`src/design/ssi_pkg.sv`:
```
// Package for the sorted set intersection block: types, codes and defaults.
`default_nettype none

package ssi_pkg;

   // Default sizes, taken by the top-level parameters
   localparam int MAX_SET_SIZE_DEFAULT  = 64;
   localparam int ELEMENT_WIDTH_DEFAULT = 32;

   // Fixed field widths of the request and result
   localparam int VALUE_W = 32;
   localparam int COUNT_W = 7;

   // Request opcodes
   localparam logic OP_APPEND = 1'b0;
   localparam logic OP_PROBE  = 1'b1;

   // Request payload
   typedef struct packed {
      logic                      op;
      logic signed [VALUE_W-1:0] value;
      logic                      last;
   } req_type;

   // Result payload
   typedef struct packed {
      logic                      found;
      logic signed [VALUE_W-1:0] element;
      logic [COUNT_W-1:0]        match_count;
      logic                      final_res;
      logic                      overflow;
   } rsp_type;

   // Controls broadcast from the sequencer to every cell of the chain
   typedef struct packed {
      logic pop;    // shift the whole chain one cell toward the head
      logic load;   // write the appended element into the selected cell
   } chain_ctl_type;

endpackage

`default_nettype wire

```
`src/design/ssi_cell.sv`:
```
// One cell of the element chain: holds one stored set A element.
`default_nettype none

module ssi_cell
   import ssi_pkg::*;
#(
   parameter int ELEMENT_WIDTH = ELEMENT_WIDTH_DEFAULT
) (
   input  wire logic                            clock,
   input  wire chain_ctl_type                   ctl,
   input  wire logic                            load_sel,
   input  wire logic signed [ELEMENT_WIDTH-1:0] load_value,
   input  wire logic signed [ELEMENT_WIDTH-1:0] next_value,
   output logic signed [ELEMENT_WIDTH-1:0]      value
);

   logic signed [ELEMENT_WIDTH-1:0] value_ff;
   logic signed [ELEMENT_WIDTH-1:0] value_in;

   // Shift from the neighbor on pop, else take an append aimed at this cell
   always_comb begin
      value_in = value_ff;
      if (ctl.pop) begin
         value_in = next_value;
      end else if (ctl.load && load_sel) begin
         value_in = load_value;
      end
   end

   always_ff @(posedge clock) begin
      value_ff <= value_in;
   end

   assign value = value_ff;

endmodule

`default_nettype wire

```
`src/design/ssi_ctrl.sv`:
```
// Sequencer: counters, merge scan against the chain head, result register.
`default_nettype none

module ssi_ctrl
   import ssi_pkg::*;
#(
   parameter int MAX_SET_SIZE  = MAX_SET_SIZE_DEFAULT,
   parameter int ELEMENT_WIDTH = ELEMENT_WIDTH_DEFAULT,
   localparam int CNT_W        = $clog2(MAX_SET_SIZE + 1)
) (
   input  wire logic                            clock,
   input  wire logic                            reset,
   input  wire logic                            start,
   input  wire logic                            req_op,
   input  wire logic                            req_last,
   input  wire logic signed [ELEMENT_WIDTH-1:0] req_elem,
   input  wire logic signed [ELEMENT_WIDTH-1:0] head_value,
   output logic                                 busy,
   output chain_ctl_type                        ctl,
   output logic [CNT_W-1:0]                     fill,
   output logic                                 rsp_strobe,
   output rsp_type                              rsp_data
);

   typedef enum logic {
      IDLE,
      SCAN
   } state_type;

   state_type                       state_ff, state_in;
   logic [CNT_W-1:0]                stored_ff, stored_in;
   logic [CNT_W-1:0]                fill_ff, fill_in;
   logic [CNT_W-1:0]                matches_ff, matches_in;
   logic                            dropped_ff, dropped_in;
   logic signed [ELEMENT_WIDTH-1:0] probe_ff, probe_in;
   logic                            last_ff, last_in;
   logic                            rsp_strobe_ff, rsp_strobe_in;
   rsp_type                         rsp_ff, rsp_in;
   chain_ctl_type                   ctl_c;
   logic                            have_c;
   logic                            found_c;

   // Next-state logic for appends and the merge scan
   always_comb begin
      state_in      = state_ff;
      stored_in     = stored_ff;
      fill_in       = fill_ff;
      matches_in    = matches_ff;
      dropped_in    = dropped_ff;
      probe_in      = probe_ff;
      last_in       = last_ff;
      rsp_strobe_in = 1'b0;
      rsp_in        = rsp_ff;
      ctl_c         = '0;
      have_c        = (fill_ff != '0);
      found_c       = 1'b0;

      case (state_ff)
         IDLE: begin
            if (start) begin
               if (req_op == OP_APPEND) begin
                  if (stored_ff == CNT_W'(MAX_SET_SIZE)) begin
                     dropped_in = 1'b1;
                  end else begin
                     ctl_c.load = 1'b1;
                     stored_in  = stored_ff + CNT_W'(1);
                     fill_in    = fill_ff + CNT_W'(1);
                  end
               end else begin
                  probe_in = req_elem;
                  last_in  = req_last;
                  state_in = SCAN;
               end
            end
         end
         SCAN: begin
            if (have_c && (head_value < probe_ff)) begin
               // skip a smaller stored element
               ctl_c.pop = 1'b1;
               fill_in   = fill_ff - CNT_W'(1);
            end else begin
               found_c = have_c && (head_value == probe_ff);
               if (found_c) begin
                  ctl_c.pop  = 1'b1;
                  fill_in    = fill_ff - CNT_W'(1);
                  matches_in = matches_ff + CNT_W'(1);
               end
               rsp_strobe_in      = 1'b1;
               rsp_in.found       = found_c;
               rsp_in.element     = VALUE_W'($unsigned(probe_ff));
               rsp_in.match_count = COUNT_W'(matches_in);
               rsp_in.final_res   = last_ff;
               rsp_in.overflow    = dropped_ff;
               // end of intersection clears the set
               if (last_ff) begin
                  stored_in  = '0;
                  fill_in    = '0;
                  matches_in = '0;
                  dropped_in = 1'b0;
               end
               state_in = IDLE;
            end
         end
         default: begin
            state_in = IDLE;
         end
      endcase
   end

   // State, counters and registered outputs
   always_ff @(posedge clock) begin
      if (reset) begin
         state_ff      <= IDLE;
         stored_ff     <= '0;
         fill_ff       <= '0;
         matches_ff    <= '0;
         dropped_ff    <= 1'b0;
         rsp_strobe_ff <= 1'b0;
      end else begin
         state_ff      <= state_in;
         stored_ff     <= stored_in;
         fill_ff       <= fill_in;
         matches_ff    <= matches_in;
         dropped_ff    <= dropped_in;
         rsp_strobe_ff <= rsp_strobe_in;
      end
      probe_ff <= probe_in;
      last_ff  <= last_in;
      rsp_ff   <= rsp_in;
   end

   assign busy       = (state_ff != IDLE);
   assign ctl        = ctl_c;
   assign fill       = fill_ff;
   assign rsp_strobe = rsp_strobe_ff;
   assign rsp_data   = rsp_ff;

endmodule

`default_nettype wire

```
`src/design/sorted_set_intersection.sv`:
```
// An append leaves busy low and gives no result; up to one append per cycle is taken.
// A probe keeps busy high while the scan skips the stored elements below it, one chain
// comparison per cycle; the result strobes in the same cycle that busy falls. Requests
// are taken only while busy is low. The receiver cannot stall the result.
// Reset (synchronous) empties the set and clears all counts; stored values are not cleared.
`default_nettype none

module sorted_set_intersection
   import ssi_pkg::*;
#(
   parameter int MAX_SET_SIZE  = MAX_SET_SIZE_DEFAULT,
   parameter int ELEMENT_WIDTH = ELEMENT_WIDTH_DEFAULT
) (
   input  wire logic    clock,
   input  wire logic    reset,
   input  wire logic    start,
   input  wire req_type req_data,
   output logic         busy,
   output logic         rsp_strobe,
   output rsp_type      rsp_data
);

   localparam int CNT_W = $clog2(MAX_SET_SIZE + 1);

   chain_ctl_type                   ctl;
   logic [CNT_W-1:0]                fill;
   logic signed [ELEMENT_WIDTH-1:0] req_elem;
   logic signed [ELEMENT_WIDTH-1:0] cell_value [MAX_SET_SIZE];

   // Request value in element width, sign-extended or truncated
   assign req_elem = ELEMENT_WIDTH'(req_data.value);

   ssi_ctrl #(
      .MAX_SET_SIZE  (MAX_SET_SIZE),
      .ELEMENT_WIDTH (ELEMENT_WIDTH)
   ) u_ctrl (
      .clock      (clock),
      .reset      (reset),
      .start      (start),
      .req_op     (req_data.op),
      .req_last   (req_data.last),
      .req_elem   (req_elem),
      .head_value (cell_value[0]),
      .busy       (busy),
      .ctl        (ctl),
      .fill       (fill),
      .rsp_strobe (rsp_strobe),
      .rsp_data   (rsp_data)
   );

   // Chain of cells: cell 0 is the merge pointer, pops shift toward it
   for (genvar i = 0; i < MAX_SET_SIZE; i++) begin : g_cell
      logic signed [ELEMENT_WIDTH-1:0] next_value;

      if (i == MAX_SET_SIZE - 1) begin : g_tail
         assign next_value = '0;
      end else begin : g_body
         assign next_value = cell_value[i+1];
      end

      ssi_cell #(
         .ELEMENT_WIDTH (ELEMENT_WIDTH)
      ) u_cell (
         .clock      (clock),
         .ctl        (ctl),
         .load_sel   (fill == CNT_W'(i)),
         .load_value (req_elem),
         .next_value (next_value),
         .value      (cell_value[i])
      );
   end

endmodule

`default_nettype wire

```
`config.mk`:
```
export PLATFORM = sky130hd
export DESIGN_NAME = sorted_set_intersection
export DESIGN_NICKNAME = d
export VERILOG_FILES = /design/src/design/ssi_pkg.sv /design/src/design/ssi_cell.sv /design/src/design/ssi_ctrl.sv /design/src/design/sorted_set_intersection.sv
export SDC_FILE = /design/constraint.sdc
export NUM_CORES = 2
export LEC_CHECK = 0
export CELL_PAD_IN_SITES_DETAIL_PLACEMENT = 0
export CELL_PAD_IN_SITES_GLOBAL_PLACEMENT = 2
export CORE_MARGIN = 8
export CORE_UTILIZATION = 40
export DETAILED_ROUTE_END_ITERATION = 8
export DONT_BUFFER_PORTS = 1
export GPL_ROUTABILITY_DRIVEN = 0
export PLACE_DENSITY_LB_ADDON = 0.2
export SYNTH_ARGS = -nofsm -noshare
export SYNTH_HDL_FRONTEND = slang
export SYNTH_SLANG_ARGS = --single-unit
```
`constraint.sdc`:
```
create_clock -name clock -period 6.4 [get_ports clock]
set_clock_uncertainty 0.05 [all_clocks]
set_input_delay 1.28 -clock clock [delete_from_list [all_inputs] [get_ports clock]]
set_output_delay 1.28 -clock clock [all_outputs]
set_load 0.005 [all_outputs]
```
==> results.cfg <==
[grt]
grt_max_degree = 134
grt_pass1_vias = 45870
grt_antenna_before_repair = 5
grt_overflow = 0
grt_pass1_wl_mm = 294.8
grt_usage = 0.1652

[logic_synthesis]
synth_edf_count = 2091
synth_seq_area_share = 0.7477
yosys_warnings = 0
synthDistinctLibCells = 55
async_flop_share = 0
synth.top_cell.area_share = 0.7346
syn_area_um2 = 85470
yosys_register_bits = 2147
synthFlopType = edfxtp_1
syn_inst = 5150
postSynthAreaPerCell_um2 = 16.60
synth_area_leader_cell = edfxtp_1
yosys-top-cells-area = edfxtp_1 (73%), a21o_1 (18%), buf_6 (2.4%)
synth_fp_nets = 5227

[routing]
drc = 0
final_antenna_net_count = 0
num_vias = 43620
drt_pass1_iterations = 5
drt_iter0_drc = 3790
wl_per_cell_um = 24.02
via_per_inst = 5.436
drt-total-wl_mm = 192.7

[worst_hold_path]
hold_path_class = flop to flop

[cells_and_area]
areaGrowthSynthToFinish_pct = 10.31
drive_above_1_share = 0.1009
most-common-layout-cells = edfxtp_1 (2091), a21o_1 (2020), clkbuf_16 (228)
layout_commonest_cell = edfxtp_1
layout.nets = 5095
stdcell_count = 8025
stdcell_area_um2 = 94290

[setup_path]
cp.arrival_ps = 5220
path_max_fanout = 71
slowest_delay_ps = 600
setup.worst_path.class = flop to flop
slowest_stage = nor3_1
worstSetupEndpointType = flop
cp-start-kind = flop
path_cells = inv_1 -> ha_1 -> or3b_1 -> or4_1 -> nand3_1 -> nor3_1 -> nand2_1 -> o21a_4 -> buf_12 -> o21ai_4 -> buf_4
cp.required_ps = 6790

[placed_design]
portBuffers = 0
pre_cts_ws_ps = 1683
placed_area_um2 = 87280
placedCellCount = 7611
dp_hpwl_mm = 105.9

[run]
max-cap-violations = 0

[timing]
finalCritPeriodShare = 0.7562
final-setup-viol-count = 0
fin_tns_setup_ps = 0
rsz0062_at_grt = no
hold_viol = 0
relSlewSlack = 0.2610
setup_slack_ps = 1561
slew_viol_final = 0
tightest_slew_ps = 1108
fmax_ghz = 0.2066
period_minus_slack_ps = 4839

[floorplanning]
initial_core_util = 0.4026
rows = 169
coreArea_um2 = 212300
io_pins = 81
dieArea_um2 = 228700
die_w_um = 478.3
fp.dieH_um = 478.3

[clock_tree]
holdBufCountCts = 0
path_clk_slew_ps = 60
cts_setup_buffers = 0
cts_resized = 0
numCtsBuffers = 225
cts_root_buf = clkbuf_16
cts_tree = built
clkLatencyLatePin_ps = 860
h-tree-depth = 4
clock_path_buffers = 3
cts.sinks = 2147

[status]
outcome = finished, final reports clean

[power_and_ir_drop]
total_leakage_power_nw = 39.54
power.density_nw_per_um2 = 322.4
peakVddDrop_mv = 0.2749
worst paths after layout:
path                        from                     endpoint  slack [ps]  depth (start not counted)
min reg2reg  u_ctrl.probe_ff[19]          u_ctrl.rsp_data[28]         410                          0
max               u_ctrl.fill[1]  g_cell[34].u_cell.value[11]        1560                         11
min          u_ctrl.probe_ff[19]          u_ctrl.rsp_data[28]         410                          0
max reg2reg       u_ctrl.fill[1]  g_cell[34].u_cell.value[11]        1560                         11
power breakdown:
part / internal (mW) / switching [mW] / total, mW
Combinational: 0.698 / 1.17 / 1.87
Sequential: 16.0 / 0.118 / 16.1
Clock: 7.03 / 5.42 / 12.4
state kept, by name, summed over array words and instances (netlist names):
| register | flops |
|---|---|
| u_ctrl.rsp_strobe | 1 |
| u_ctrl.busy | 1 |
| u_ctrl.last_ff | 1 |
| u_ctrl.stored_ff | 7 |
| g_cell.u_cell.value | 2048 |
| u_ctrl.fill | 7 |
| u_ctrl.matches_ff | 7 |
| u_ctrl.rsp_data | 42 |
| u_ctrl.probe_ff | 32 |
| u_ctrl.dropped_ff | 1 |
cell usage after synthesis (all sizes together) (2+ instances only):
| cell | number |
|---|---|
| nor3b | 3 |
| and2 | 32 |
| nor3 | 7 |
| a21oi | 57 |
| or3 | 2 |
| a32o | 2 |
| nand4 | 11 |
| a21o | 2020 |
| a221o | 3 |
| o31ai | 2 |
| nor4 | 4 |
| ha | 40 |
| nand2b | 5 |
| nor2b | 5 |
| o211ai | 3 |
| xnor2 | 4 |
| a22oi | 5 |
| or4 | 3 |
| nor2 | 27 |
| xor2 | 6 |
| edfxtp | 2091 |
| and4 | 4 |
| o32ai | 4 |
| o21ai | 79 |
| and3 | 4 |
| or2 | 2 |
| dfxtp | 56 |
| a31oi | 2 |
| nand2 | 103 |
| nand3 | 18 |
| a221oi | 2 |
| clkbuf | 109 |
| buf | 374 |
| inv | 47 |
layer usage:
metal	vias to the layer above	track usage	routed length, µm
li1	19430	-	-
met4	0	0.03719	3486
met5	-	0	0
met1	23080	0.2307	88290
met3	262	0.02678	8576
met2	848	0.2730	92390
worst max-delay path, delay by kind of cell, from the launching register on:
family	cells	cell delay, ps
adder cells (fa/ha/maj)	1	260
flip-flops	1	530
buffers and inverters	3	970
AO/OA/AOI/OAI	2	460
AND/OR/NAND/NOR	5	1960
logic make-up after synthesis:
group,Yosys count,synth area share
flops,2147,0.7477
buf+inv,530,0.04346
compound gates,2190,0.1887
simple gates,232,0.01312
fa+ha+maj,40,0.005855
xor+xnor,10,0.001025
mux,1,0.0001171
area by class of cell:
type	count	area (µm²)
clock buffer	294	5963
inverter	47	176.4
sequential	2147	63910
clock inverter	117	1012
tap	2821	3530
fill	18790	118000
multi-input combinational	2473	18440
antenna	2	5.005
timing repair buffer	124	1251
stage by stage:
stage,util,power [mW],hold slack (ps)
2_1_floorplan,-,17.79,359.1
3_3_place_gp,0.4111,18.27,380.9
3_5_place_dp,0.4111,18.29,394.5
4_1_cts,0.4440,30.84,357.0
5_1_grt,0.4441,31.51,384.0
6_report,0.4441,30.40,406.3
(Power assumes the default switching activity.)
